`src/design/bqc_pkg.sv`:
```
// Package for the two-stage biquad cascade: widths, codes, control word types
// and the microcode table that sequences the shared multiply-accumulate.
// No dependencies.
`default_nettype none

package bqc_pkg;

    localparam int SAMPLE_WIDTH_DEF        = 16;
    localparam int COEFF_FRACTION_BITS_DEF = 14;
    localparam int COEFF_BITS              = 16;
    localparam int NUM_STAGES              = 2;
    localparam int STAGE_W                 = 1;
    localparam int STEP_W                  = 4;
    localparam int FF_W                    = 48;
    localparam int FB_W                    = 32;
    localparam int CFG_DATA_W              = 48;
    localparam int CFG_INDEX_W             = 2;

    localparam logic [FF_W-1:0] FF_RESET = FF_W'(16384);
    localparam logic [FB_W-1:0] FB_RESET = '0;

    typedef enum logic [CFG_INDEX_W-1:0] {
        CFG_S0_FF = 2'd0,
        CFG_S0_FB = 2'd1,
        CFG_S1_FF = 2'd2,
        CFG_S1_FB = 2'd3
    } t_cfg_index;

    typedef enum logic [2:0] {
        SRC_X,
        SRC_X1,
        SRC_X2,
        SRC_Y1,
        SRC_Y2
    } t_src;

    typedef enum logic [1:0] {
        ACC_HOLD,
        ACC_LOAD,
        ACC_ADD
    } t_acc_op;

    typedef struct packed {
        logic               wait_in;
        logic               mul_en;
        t_src               src;
        logic [STAGE_W-1:0] mul_stage;
        t_acc_op            acc_op;
        logic               fin;
        logic [STAGE_W-1:0] fin_stage;
        logic               emit;
        logic               last;
    } t_uword;

    typedef struct packed {
        t_uword uw;
        logic   go;
    } t_ctrl;

    function automatic t_uword mul_word(t_src src, logic [STAGE_W-1:0] stage,
                                        t_acc_op acc_op);
        t_uword w;
        w           = '0;
        w.mul_en    = 1'b1;
        w.src       = src;
        w.mul_stage = stage;
        w.acc_op    = acc_op;
        return w;
    endfunction

    function automatic t_uword ucode(logic [STEP_W-1:0] step);
        t_uword w;
        w = '0;
        case (step)
            4'd0:  w.wait_in = 1'b1;
            4'd1:  w = mul_word(SRC_X,  1'b0, ACC_HOLD);
            4'd2:  w = mul_word(SRC_X1, 1'b0, ACC_LOAD);
            4'd3:  w = mul_word(SRC_X2, 1'b0, ACC_ADD);
            4'd4:  w = mul_word(SRC_Y1, 1'b0, ACC_ADD);
            4'd5:  w = mul_word(SRC_Y2, 1'b0, ACC_ADD);
            4'd6: begin
                w           = mul_word(SRC_Y1, 1'b1, ACC_HOLD);
                w.fin       = 1'b1;
                w.fin_stage = 1'b0;
            end
            4'd7:  w = mul_word(SRC_Y2, 1'b1, ACC_LOAD);
            4'd8:  w = mul_word(SRC_X,  1'b1, ACC_ADD);
            4'd9:  w = mul_word(SRC_X1, 1'b1, ACC_ADD);
            4'd10: w = mul_word(SRC_X2, 1'b1, ACC_ADD);
            4'd11: begin
                w.fin       = 1'b1;
                w.fin_stage = 1'b1;
                w.emit      = 1'b1;
                w.last      = 1'b1;
            end
            default: w.last = 1'b1;
        endcase
        return w;
    endfunction

endpackage

`default_nettype wire

```
`src/design/bqc_stream_if.sv`:
```
// Valid/ready stream interfaces for the input and output sample words.
// Depends on bqc_pkg for the default sample width.
`default_nettype none

interface bqc_in_if #(
    parameter int SAMPLE_WIDTH = bqc_pkg::SAMPLE_WIDTH_DEF
);
    logic                           valid;
    logic                           ready;
    logic signed [SAMPLE_WIDTH-1:0] sample_in;

    modport source (output valid, output sample_in, input ready);
    modport sink   (input valid, input sample_in, output ready);
endinterface

interface bqc_out_if #(
    parameter int SAMPLE_WIDTH = bqc_pkg::SAMPLE_WIDTH_DEF
);
    logic                           valid;
    logic                           ready;
    logic signed [SAMPLE_WIDTH-1:0] sample_out;

    modport source (output valid, output sample_out, input ready);
    modport sink   (input valid, input sample_out, output ready);
endinterface

`default_nettype wire

```
`src/design/bqc_sequencer.sv`:
```
// Step counter and microcode fetch for the biquad cascade.
// Depends on bqc_pkg for the control word and the microcode table.
`default_nettype none

module bqc_sequencer (
    input  wire logic           i_clk,
    input  wire logic           i_rst_n,
    input  wire logic           i_in_valid,
    input  wire logic           i_out_busy,
    output bqc_pkg::t_ctrl      o_ctrl
);

    logic [bqc_pkg::STEP_W-1:0] r_step;
    logic [bqc_pkg::STEP_W-1:0] n_step;
    bqc_pkg::t_uword            w_uw;
    logic                       w_go;

    always_comb begin
        w_uw = bqc_pkg::ucode(r_step);
        // hold on the wait step until a word arrives; hold on emit while output is full
        w_go = !(w_uw.wait_in && !i_in_valid) && !(w_uw.emit && i_out_busy);
        n_step = r_step;
        if (w_go) begin
            if (w_uw.last) begin
                n_step = '0;
            end else begin
                n_step = r_step + 1'b1;
            end
        end
        o_ctrl.uw = w_uw;
        o_ctrl.go = w_go;
    end

    always_ff @(posedge i_clk) begin
        if (!i_rst_n) begin
            r_step <= '0;
        end else begin
            r_step <= n_step;
        end
    end

endmodule

`default_nettype wire

```
`src/design/bqc_datapath.sv`:
```
// Shared multiplier, accumulator, round/saturate, per-stage histories and
// output register of the biquad cascade. Depends on bqc_pkg.
`default_nettype none

module bqc_datapath #(
    parameter int SAMPLE_WIDTH        = bqc_pkg::SAMPLE_WIDTH_DEF,
    parameter int COEFF_FRACTION_BITS = bqc_pkg::COEFF_FRACTION_BITS_DEF
) (
    input  wire logic                            i_clk,
    input  wire logic                            i_rst_n,
    input  wire bqc_pkg::t_ctrl                  i_ctrl,
    input  wire logic signed [SAMPLE_WIDTH-1:0]  i_sample,
    input  wire logic [bqc_pkg::FF_W-1:0]        i_ff0,
    input  wire logic [bqc_pkg::FB_W-1:0]        i_fb0,
    input  wire logic [bqc_pkg::FF_W-1:0]        i_ff1,
    input  wire logic [bqc_pkg::FB_W-1:0]        i_fb1,
    input  wire logic                            i_out_ready,
    output logic                                 o_out_valid,
    output logic signed [SAMPLE_WIDTH-1:0]       o_out_sample,
    output logic                                 o_out_busy
);

    localparam int CB     = bqc_pkg::COEFF_BITS;
    localparam int PROD_W = SAMPLE_WIDTH + CB;
    localparam int ACC_W  = PROD_W + 3;
    localparam logic signed [ACC_W-1:0] ROUND_HALF =
        ACC_W'(1) <<< (COEFF_FRACTION_BITS - 1);
    localparam logic signed [ACC_W-1:0] SAT_MAX = (ACC_W'(1) <<< (SAMPLE_WIDTH - 1)) - 1;
    localparam logic signed [ACC_W-1:0] SAT_MIN = -(ACC_W'(1) <<< (SAMPLE_WIDTH - 1));

    logic signed [SAMPLE_WIDTH-1:0] r_x;
    logic signed [SAMPLE_WIDTH-1:0] r_x1 [bqc_pkg::NUM_STAGES];
    logic signed [SAMPLE_WIDTH-1:0] r_x2 [bqc_pkg::NUM_STAGES];
    logic signed [SAMPLE_WIDTH-1:0] r_y1 [bqc_pkg::NUM_STAGES];
    logic signed [SAMPLE_WIDTH-1:0] r_y2 [bqc_pkg::NUM_STAGES];
    logic signed [PROD_W-1:0]       r_prod;
    logic signed [ACC_W-1:0]        r_acc;
    logic                           r_out_valid;
    logic signed [SAMPLE_WIDTH-1:0] r_out_sample;

    bqc_pkg::t_uword                w_uw;
    logic [bqc_pkg::FF_W-1:0]       w_ff;
    logic [bqc_pkg::FB_W-1:0]       w_fb;
    logic signed [CB-1:0]           w_coef;
    logic signed [SAMPLE_WIDTH-1:0] w_opnd;
    logic signed [PROD_W-1:0]       w_prod;
    logic signed [ACC_W-1:0]        w_prod_ext;
    logic signed [ACC_W-1:0]        w_sum;
    logic signed [ACC_W-1:0]        w_shift;
    logic signed [SAMPLE_WIDTH-1:0] w_y;
    logic                           w_load_out;

    always_comb begin
        w_uw = i_ctrl.uw;
        w_ff = (w_uw.mul_stage == 1'b0) ? i_ff0 : i_ff1;
        w_fb = (w_uw.mul_stage == 1'b0) ? i_fb0 : i_fb1;
        case (w_uw.src)
            bqc_pkg::SRC_X: begin
                w_coef = w_ff[15:0];
                w_opnd = r_x;
            end
            bqc_pkg::SRC_X1: begin
                w_coef = w_ff[31:16];
                w_opnd = r_x1[w_uw.mul_stage];
            end
            bqc_pkg::SRC_X2: begin
                w_coef = w_ff[47:32];
                w_opnd = r_x2[w_uw.mul_stage];
            end
            bqc_pkg::SRC_Y1: begin
                w_coef = w_fb[15:0];
                w_opnd = r_y1[w_uw.mul_stage];
            end
            bqc_pkg::SRC_Y2: begin
                w_coef = w_fb[31:16];
                w_opnd = r_y2[w_uw.mul_stage];
            end
            default: begin
                w_coef = '0;
                w_opnd = '0;
            end
        endcase
        w_prod     = PROD_W'(w_opnd) * PROD_W'(w_coef);
        w_prod_ext = ACC_W'(r_prod);
        w_sum      = r_acc + w_prod_ext;
        w_shift    = w_sum >>> COEFF_FRACTION_BITS;
        if (w_shift > SAT_MAX) begin
            w_y = SAT_MAX[SAMPLE_WIDTH-1:0];
        end else if (w_shift < SAT_MIN) begin
            w_y = SAT_MIN[SAMPLE_WIDTH-1:0];
        end else begin
            w_y = w_shift[SAMPLE_WIDTH-1:0];
        end
        w_load_out = i_ctrl.go && w_uw.fin && w_uw.emit;
    end

    always_ff @(posedge i_clk) begin
        if (i_ctrl.go && w_uw.wait_in) begin
            r_x <= i_sample;
        end else if (i_ctrl.go && w_uw.fin) begin
            r_x <= w_y;
        end
        if (i_ctrl.go && w_uw.mul_en) begin
            r_prod <= w_prod;
        end
        if (i_ctrl.go) begin
            case (w_uw.acc_op)
                bqc_pkg::ACC_LOAD: r_acc <= w_prod_ext + ROUND_HALF;
                bqc_pkg::ACC_ADD:  r_acc <= w_sum;
                default:           r_acc <= r_acc;
            endcase
        end
        if (w_load_out) begin
            r_out_sample <= w_y;
        end
    end

    always_ff @(posedge i_clk) begin
        if (!i_rst_n) begin
            for (int s = 0; s < bqc_pkg::NUM_STAGES; s++) begin
                r_x1[s] <= '0;
                r_x2[s] <= '0;
                r_y1[s] <= '0;
                r_y2[s] <= '0;
            end
            r_out_valid <= 1'b0;
        end else begin
            if (i_ctrl.go && w_uw.fin) begin
                r_x2[w_uw.fin_stage] <= r_x1[w_uw.fin_stage];
                r_x1[w_uw.fin_stage] <= r_x;
                r_y2[w_uw.fin_stage] <= r_y1[w_uw.fin_stage];
                r_y1[w_uw.fin_stage] <= w_y;
            end
            if (w_load_out) begin
                r_out_valid <= 1'b1;
            end else if (i_out_ready) begin
                r_out_valid <= 1'b0;
            end
        end
    end

    assign o_out_valid  = r_out_valid;
    assign o_out_sample = r_out_sample;
    assign o_out_busy   = r_out_valid && !i_out_ready;

endmodule

`default_nettype wire

```
`src/design/biquad_cascade_filter.sv`:
```
// Two cascaded direct-form-I biquads on signed samples. Each stage forms
// b0*x + b1*x1 + b2*x2 + a1*y1 + a2*y2 with Q2.14 coefficients (a1, a2 carry
// their sign, since the feedback terms are added), rounds half up, saturates
// to the sample range and keeps the saturated value as its output history.
// One multiplier is shared by all ten products under a twelve-step microcode
// program, so a new word is taken only once the previous one has run through
// every step, and later still while a finished result waits in the output
// register. Coefficient registers (index 0..3: stage 0 b, stage 0 a, stage 1
// b, stage 1 a) are written through the configuration port; the user must
// write them only while the filter is idle, as the block does not enforce it.
// Depends on bqc_pkg, bqc_stream_if, bqc_sequencer and bqc_datapath.
`default_nettype none

module biquad_cascade_filter #(
    parameter int SAMPLE_WIDTH        = bqc_pkg::SAMPLE_WIDTH_DEF,
    parameter int COEFF_FRACTION_BITS = bqc_pkg::COEFF_FRACTION_BITS_DEF
) (
    input  wire logic                               i_clk,
    input  wire logic                               i_rst_n,
    bqc_in_if.sink                                  i_in,
    bqc_out_if.source                               o_out,
    input  wire logic                               i_cfg_wr_en,
    input  wire logic [bqc_pkg::CFG_INDEX_W-1:0]    i_cfg_index,
    input  wire logic [bqc_pkg::CFG_DATA_W-1:0]     i_cfg_wdata
);

    logic [bqc_pkg::FF_W-1:0] r_ff0;
    logic [bqc_pkg::FB_W-1:0] r_fb0;
    logic [bqc_pkg::FF_W-1:0] r_ff1;
    logic [bqc_pkg::FB_W-1:0] r_fb1;

    bqc_pkg::t_ctrl w_ctrl;
    logic           w_out_busy;

    always_ff @(posedge i_clk) begin
        if (!i_rst_n) begin
            r_ff0 <= bqc_pkg::FF_RESET;
            r_fb0 <= bqc_pkg::FB_RESET;
            r_ff1 <= bqc_pkg::FF_RESET;
            r_fb1 <= bqc_pkg::FB_RESET;
        end else if (i_cfg_wr_en) begin
            case (bqc_pkg::t_cfg_index'(i_cfg_index))
                bqc_pkg::CFG_S0_FF: r_ff0 <= i_cfg_wdata[bqc_pkg::FF_W-1:0];
                bqc_pkg::CFG_S0_FB: r_fb0 <= i_cfg_wdata[bqc_pkg::FB_W-1:0];
                bqc_pkg::CFG_S1_FF: r_ff1 <= i_cfg_wdata[bqc_pkg::FF_W-1:0];
                bqc_pkg::CFG_S1_FB: r_fb1 <= i_cfg_wdata[bqc_pkg::FB_W-1:0];
                default: ;
            endcase
        end
    end

    bqc_sequencer u_sequencer (
        .i_clk      (i_clk),
        .i_rst_n    (i_rst_n),
        .i_in_valid (i_in.valid),
        .i_out_busy (w_out_busy),
        .o_ctrl     (w_ctrl)
    );

    bqc_datapath #(
        .SAMPLE_WIDTH        (SAMPLE_WIDTH),
        .COEFF_FRACTION_BITS (COEFF_FRACTION_BITS)
    ) u_datapath (
        .i_clk        (i_clk),
        .i_rst_n      (i_rst_n),
        .i_ctrl       (w_ctrl),
        .i_sample     (i_in.sample_in),
        .i_ff0        (r_ff0),
        .i_fb0        (r_fb0),
        .i_ff1        (r_ff1),
        .i_fb1        (r_fb1),
        .i_out_ready  (o_out.ready),
        .o_out_valid  (o_out.valid),
        .o_out_sample (o_out.sample_out),
        .o_out_busy   (w_out_busy)
    );

    assign i_in.ready = w_ctrl.uw.wait_in;

endmodule

`default_nettype wire

```
`src/flat_wrapper.sv`:
```
// flat-port wrapper written by rule: the top's interface ports become plain ports
module biquad_cascade_filter_flat 
#(
    parameter int SAMPLE_WIDTH        = bqc_pkg::SAMPLE_WIDTH_DEF,
    parameter int COEFF_FRACTION_BITS = bqc_pkg::COEFF_FRACTION_BITS_DEF
)
  (i_clk, i_rst_n, i_cfg_wr_en, i_cfg_index, i_cfg_wdata, i_in_valid, i_in_sample_in, i_in_ready, o_out_valid, o_out_sample_out, o_out_ready);
  bqc_in_if #(.SAMPLE_WIDTH(SAMPLE_WIDTH)) i_in_i ();
  bqc_out_if #(.SAMPLE_WIDTH(SAMPLE_WIDTH)) o_out_i ();
  input  wire logic i_clk;
  input  wire logic i_rst_n;
  input  wire logic i_cfg_wr_en;
  input  wire logic [bqc_pkg::CFG_INDEX_W-1:0] i_cfg_index;
  input  wire logic [bqc_pkg::CFG_DATA_W-1:0] i_cfg_wdata;
  input wire logic [$bits(i_in_i.valid)-1:0] i_in_valid;
  input wire logic [$bits(i_in_i.sample_in)-1:0] i_in_sample_in;
  output wire logic [$bits(i_in_i.ready)-1:0] i_in_ready;
  output wire logic [$bits(o_out_i.valid)-1:0] o_out_valid;
  output wire logic [$bits(o_out_i.sample_out)-1:0] o_out_sample_out;
  input wire logic [$bits(o_out_i.ready)-1:0] o_out_ready;
  assign i_in_i.valid = i_in_valid;
  assign i_in_i.sample_in = i_in_sample_in;
  assign i_in_ready = i_in_i.ready;
  assign o_out_valid = o_out_i.valid;
  assign o_out_sample_out = o_out_i.sample_out;
  assign o_out_i.ready = o_out_ready;
  biquad_cascade_filter #(.SAMPLE_WIDTH(SAMPLE_WIDTH), .COEFF_FRACTION_BITS(COEFF_FRACTION_BITS)) u_core (.i_clk(i_clk), .i_rst_n(i_rst_n), .i_in(i_in_i), .o_out(o_out_i), .i_cfg_wr_en(i_cfg_wr_en), .i_cfg_index(i_cfg_index), .i_cfg_wdata(i_cfg_wdata));
endmodule
```
`config.mk`:
```
export PLATFORM = sky130hd
export DESIGN_NAME = biquad_cascade_filter_flat
export DESIGN_NICKNAME = d
export VERILOG_FILES = /design/src/design/bqc_pkg.sv /design/src/design/bqc_stream_if.sv /design/src/design/bqc_sequencer.sv /design/src/design/bqc_datapath.sv /design/src/design/biquad_cascade_filter.sv /design/src/flat_wrapper.sv
export SDC_FILE = /design/constraint.sdc
export NUM_CORES = 2
export LEC_CHECK = 0
export ABC_CLOCK_PERIOD_IN_PS = 20600
export BUFFER_PORTS_ARGS = -buffer_cell sky130_fd_sc_hd__buf_2
export CAP_MARGIN = 20
export CORE_MARGIN = 1.5
export CORE_UTILIZATION = 60
export DETAILED_ROUTE_END_ITERATION = 16
export PLACE_DENSITY = 0.74
export SYNTH_ARGS = -nofsm -noshare
export SYNTH_HDL_FRONTEND = slang
export SYNTH_SLANG_ARGS = --single-unit
```
`constraint.sdc`:
```
create_clock -name i_clk -period 20.6 [get_ports i_clk]
set_clock_uncertainty 0.1 [all_clocks]
set_input_delay 4.12 -clock i_clk [delete_from_list [all_inputs] [get_ports i_clk]]
set_output_delay 4.12 -clock i_clk [all_outputs]
set_load 0.01 [all_outputs]
```
Yosys cells after proc, flatten, opt, wreduce, memory -nomap -nowiden --
Memories as Yosys holds them, arrays and structs flattened. Cells that the tools add are included.
Operators by class: add/subtract/negate cells 3, multiply operators 1, div/mod/pow operators 0, order comparisons 2, eq/ne operators 20, shift operators 0, multiplexer cells 31, bitwise operators 0, reduce and logical (&&, ||, !) cells 28
Operator list (number):
- $pmux W16 S5 | 2
- $mux W16 | 8
- $pmux W35 S2 | 1
- $pmux W7 S10 | 1
- $reduce_or A16 Y1 | 4
- $mux W48 | 1
- $add A35 B32 Y35 | 1
- $add A32 B15 Y33 const B | 1
- $mul A16 B16 Y32 | 1
- $mux W32 | 1
- $gt A21 B16 Y1 const B | 1
- $lt A21 B16 Y1 const B | 1
- $eq A4 B3 Y1 const B | 4
- $eq A4 B4 Y1 const B | 4
- $mux W1 | 15
- $reduce_or A11 Y1 | 1
- $reduce_and A2 Y1 | 5
- $eq A4 B2 Y1 const B | 2
- $logic_and A1 B1 Y1 | 8
- $eq A2 B2 Y1 const B | 3
- $eq A3 B2 Y1 const B | 2
- $pmux W3 S2 | 1
- $reduce_bool A2 Y1 | 3
- $add A4 B1 Y4 const B | 1
- other kinds (9) | 13
Storage, ports and cells: bits in registers 264, latch bits 0, memory bits (writable) 128, bits in read-only memories 0, bits of input ports 71, memories 4
Memory list:
- u_core.u_datapath.r_x1 | words 2, width 16, read ports 2, clocked after memory_dff 0, wr ports 2, line bqc_datapath.sv:32 | logic signed [SAMPLE_WIDTH-1:0] r_x1 [bqc_pkg::NUM_STAGES];
- u_core.u_datapath.r_x2 | words 2, width 16, read ports 1, clocked after memory_dff 0, wr ports 2, line bqc_datapath.sv:33 | logic signed [SAMPLE_WIDTH-1:0] r_x2 [bqc_pkg::NUM_STAGES];
- u_core.u_datapath.r_y1 | words 2, width 16, read ports 2, clocked after memory_dff 0, wr ports 2, line bqc_datapath.sv:34 | logic signed [SAMPLE_WIDTH-1:0] r_y1 [bqc_pkg::NUM_STAGES];
- u_core.u_datapath.r_y2 | words 2, width 16, read ports 1, clocked after memory_dff 0, wr ports 2, line bqc_datapath.sv:35 | logic signed [SAMPLE_WIDTH-1:0] r_y2 [bqc_pkg::NUM_STAGES];

Longest topological paths before layout --
word-level depth 11, depth in mapped cells 36

Cells and area by module --
Synthesis repeated with hierarchy kept, for this count alone.
Second synthesis, totals: cells, all modules 3018, area total of the unflattened synthesis 29753.5 sq um
Modules (own cells, without submodules):
- bqc_datapath | instances 1, cells each 2383, area each 23442.5 sq um
- biquad_cascade_filter | instances 1, cells each 573, area each 5826.8 sq um
- bqc_sequencer | instances 1, cells each 62, area each 484.2 sq um

Worst setup path after synthesis --
OpenSTA, ideal clock, no wires.
kind register to register, start point register u_core.u_sequencer.r_step[1] (netlist name), end point register u_core.u_datapath.r_prod[31], data pin, library setup time 263 ps, data arrival time 7736 ps, setup slack 12501 ps, stages on the path, launching flop included 35, path buffers 5, period minus slack after synthesis 8099 ps, cell sequence dfxtp_1 -> inv_1 -> ha_1 -> buf_2 -> nor3_1 -> o21a_1 -> o21bai_1 -> buf_4 -> buf_2 -> buf_2 -> mux2i_1 -> o22ai_1 -> nor2_1 -> clkbuf_1 -> nor2_1 -> fa_1 -> inv_1 -> fa_1 -> fa_1 -> inv_1 -> fa_1 -> fa_1 -> inv_1 -> fa_1 -> inv_1 -> ha_1 -> a21o_1 -> a21o_1 -> a21oi_1 -> nand2b_1 -> a31oi_1 -> a221oi_1 -> o31ai_1 -> a311oi_1 -> xnor2_1
Between the ends: longest elaborated chain between the ends 5, elaborated cells on any way between the ends 25
Ends and longest elaborated chain:
- start, declared | line bqc_sequencer.sv:13 | logic [bqc_pkg::STEP_W-1:0] r_step;
- start signal, assigned | line bqc_sequencer.sv:38 | r_step <= n_step;
- $eq A4 B4 Y1 (tied with other cells) | line bqc_pkg.sv:74 | case (step)
- $pmux W7 S10 * | line bqc_pkg.sv:74
- $mem_v2 Z2 W16 (tied with other cells)
- $pmux W16 S5 | line bqc_datapath.sv:57 | case (w_uw.src)
- $mul A16 B16 Y32 * | line bqc_datapath.sv:83 | w_prod = PROD_W'(w_opnd) * PROD_W'(w_coef);
- via u_core.u_datapath.w_prod[31] | line bqc_datapath.sv:46 | logic signed [PROD_W-1:0] w_prod;
- end signal, assigned | line bqc_datapath.sv:104 | r_prod <= w_prod;
- end, declared | line bqc_datapath.sv:36 | logic signed [PROD_W-1:0] r_prod;
Mark *: on every way through the listed nets, which the timed path passes. The rest lies on a longest branch. A chain may end at the register's enable or synchronous reset.

Worst setup path in the final report --
start point register u_core.u_sequencer.r_step[0] (netlist name), end point register u_core.u_datapath.r_prod[30], data pin
Same word-level chain as after synthesis.

==> results.sh <==
export IMPL_vias_per_cell=6.065
export IMPL_power_mw=5.725
export IMPL_slew_viol_final=0
export IMPL_async_flop_share=0
export IMPL_slew_headroom=0.2451
export IMPL_fin_crit_sh=0.4953
export IMPL_powerDensity_nw_per_um2=181.7
export IMPL_tightest_slew_ns=1.127
export IMPL_n_fill_cell=3859
export IMPL_clockBufferDepth=3
export IMPL_tns_ns=0
export IMPL_drt_pass1_iterations=10
export IMPL_critPathMaxFanout=59
export IMPL_final_util=0.6597
export IMPL_endpoint_kind="flip-flop"
export IMPL_arrival_ns=10.41
export IMPL_grt_usage=0.3167
export IMPL_grt_pass1_wl_um=123300
export IMPL_wl_um=77070
export IMPL_ant_nets=0
export IMPL_cp_required_ns=20.80
export IMPL_coreArea_um2=47750
export IMPL_startpoint_type="flip-flop"
export IMPL_post_cts_setup_buffers=0
export IMPL_grt_antenna_before_repair=0
export IMPL_cts_root_buf="clkbuf_16"
export IMPL_seq_area_frac_synth=0.3486
export IMPL_die_w_um=223.0
export IMPL_syn_to_final_growth_pct=8.504
export IMPL_grt_max_degree=119
export IMPL_syn_area_um2=29030
export IMPL_numCtsBuffers=44
export IMPL_status="finished clean"
export IMPL_hold_class="reg2reg"
export IMPL_vias=22119
export IMPL_ys_ff_latch=392
export IMPL_cts_tree="done"
export IMPL_synth_flop_cell="edfxtp_1"
export IMPL_max_cap_viol_count=0
export IMPL_h_tree_depth=2
export IMPL_synth_top_cells_by_count="490 x nand2_1, 332 x inv_1, 263 x fa_1, 229 x nor2_1, 227 x edfxtp_1"
export IMPL_fp_row_count=80
export IMPL_clock_sinks=392
export IMPL_final_nets=3454
export IMPL_critPathBufInv=5
export IMPL_multiInputGateArea_um2=17020
export IMPL_place_gp_congestion=0.9210
export IMPL_n_antenna_cell=0
export IMPL_drt_iter0_markers=2235
export IMPL_max_freq_mhz=98.01
export IMPL_final_hold_viol_count=0
export IMPL_peakVddDrop_mv=0.3244
export IMPL_drc=0
export IMPL_rsz0062_at_grt="false"
export IMPL_dieHeight_um=223.0
export IMPL_drt_wirelength_per_cell_um=21.13
export IMPL_io_pins=89
export IMPL_leakagePower_nw=13.52
export IMPL_cts_hold_fix_buffers=0
export IMPL_synthTopCellsByArea="edfxtp_1 23%, fa_1 18%, dfxtp_1 11%, nand2_1 6.3%, ha_1 5.3%"
export IMPL_yosysMostFrequentCell="nand2_1"
export IMPL_cp_slowest_cell="buf_4"
export IMPL_hpwl_um=55390
export IMPL_setup_viol=0
export IMPL_rrSetupSlack_ns=10.40
export IMPL_netlist_instances=2985
export IMPL_synth_top_cell_by_area="edfxtp_1"
export IMPL_critPathMaxStageDelay_ns=0.90
export IMPL_grt_pass1_vias=22299
export IMPL_synth_cell_types=81
export IMPL_cpMostUsedCell="fa_1"
export IMPL_synth_edf_count=227
export IMPL_synth_warnings=0
export IMPL_period_minus_slack_ns=10.20
export IMPL_yosysTopAreaCellShare=0.2348
export IMPL_worstSetupPathType="reg2reg"
export IMPL_cts_clk_slew_worst_paths_ns=0.06
export IMPL_initial_core_util=0.6080
export IMPL_insertion_delay_ns=0.60
export IMPL_syn_nets=3441
export IMPL_grt_overflow=0
export IMPL_cts_resized=0
export IMPL_portBuffers=88
export IMPL_die_area_um2=49710
export IMPL_regArea_um2=10120
export IMPL_layout_drive_gt1_share=0.09993
export IMPL_cpLargestDelayFamily="adder cells"
export IMPL_postSynthAreaPerCell_um2=9.725
==> report_power, final <==
part           internal (mW)  total, mW  switching (mW)
clock network          0.506      0.837           0.331
logic                   1.34       3.72            2.38
registers               1.08       1.16          0.0831
==> worst paths after layout <==
kind                                                   start  depth (start not counted)                           end
worst max register to register  u_core.u_sequencer.r_step[0]                         28  u_core.u_datapath.r_prod[30]
worst max-delay path            u_core.u_sequencer.r_step[0]                         28  u_core.u_datapath.r_prod[30]
worst min register to register              u_core.r_ff1[16]                          2              u_core.r_ff1[16]
worst min-delay path                        u_core.r_ff1[16]                          2              u_core.r_ff1[16]
==> layout by cell type, fill, tap and decap left out, types with 10 or more instances in the layout <==
cell,Yosys,final
nand2_1,490,488
inv_1,332,331
fa_1,263,263
edfxtp_1,227,227
nor2_1,229,226
dfxtp_1,165,165
a21boi_0,161,161
ha_1,122,122
a21oi_1,104,103
buf_2,35,87
mux2i_1,59,59
and2_1,59,59
xnor2_1,56,56
and3_1,56,55
o21ai_0,54,54
a222oi_1,51,51
clkbuf_16,0,44
buf_4,7,44
nand2b_1,29,29
mux2_2,26,26
a21o_1,24,24
xor2_1,24,24
a31oi_1,23,23
nand3_1,21,20
o21a_1,19,19
o22ai_1,15,15
nor2b_1,13,13
o221ai_1,13,13
clkinv_2,0,13
or2_2,12,12
nor3_1,12,12
o211ai_1,12,12
nand4_1,11,11
o21bai_1,11,10
==> tightest hold or removal path, delay by kind of cell (launching register included) <==
family / cells / cell delay, ns
DFF: 1 / 0.31
and+or+nand+nor: 1 / 0.04
AOI/OAI and AO/OA: 1 / 0.06
==> logic make-up (layout without fill, tap and decap cells) <==
| group | Yosys count | in the layout | synth area share |
|---|---|---|---|
| AO/OA/AOI/OAI | 587 | 587 | 0.1486 |
| XOR/XNOR | 81 | 81 | 0.02470 |
| adder cells (fa/ha/maj) | 385 | 385 | 0.2339 |
| buffers and inverters | 498 | 545 | 0.06887 |
| flip-flops | 392 | 392 | 0.3486 |
| multiplexers | 85 | 85 | 0.03043 |
| AND/OR/NAND/NOR | 957 | 957 | 0.1449 |
==> layer usage <==
metal	track usage	routed length, um	vias up
li1	-	-	10080
met1	0.4395	31830	10998
met2	0.5106	36710	886
met3	0.04451	5949	155
met4	0.1143	2588	0
met5	0	0	-
==> registers in the layout (all words and copies together), names as in the netlist <==
signal / count
u_core.u_datapath.r_x1: 32
u_core.u_datapath.r_x2: 32
u_core.u_sequencer.r_step: 4
u_core.u_datapath.r_acc: 35
u_core.u_datapath.r_x: 16
u_core.u_datapath.r_prod: 32
u_core.u_datapath.r_y1: 32
u_core.r_ff0: 48
u_core.u_datapath.o_out_valid: 1
u_core.u_datapath.r_y2: 32
u_core.r_ff1: 48
u_core.u_datapath.o_out_sample: 16
u_core.r_fb1: 32
u_core.r_fb0: 32
==> stage by stage <==
step / worst slack (ns) / hold slack [ns] / std cells / cell area (um^2)
CTS: 10.52 / 0.3673 / 3645 / 31480
detailed placement: 10.59 / 0.3590 / 3565 / 29940
floorplan: 12.50 / 0.3394 / 2985 / 29030
global route: 9.836 / 0.3835 / 3647 / 31500
finish: 10.40 / 0.3664 / 3647 / 31500
global placement: 10.74 / 0.3517 / 3564 / 29910
==> final cells by class <==
type                       count  share of cell area
clock buffer                  51             0.03674
clock inverter                29             0.01239
inverter                     332             0.03956
multi-input combinational   2095              0.5402
sequential                   392              0.3213
tap                          615             0.02443
timing repair buffer         133             0.02542
Note: power is estimated with default switching activity, not from simulation.
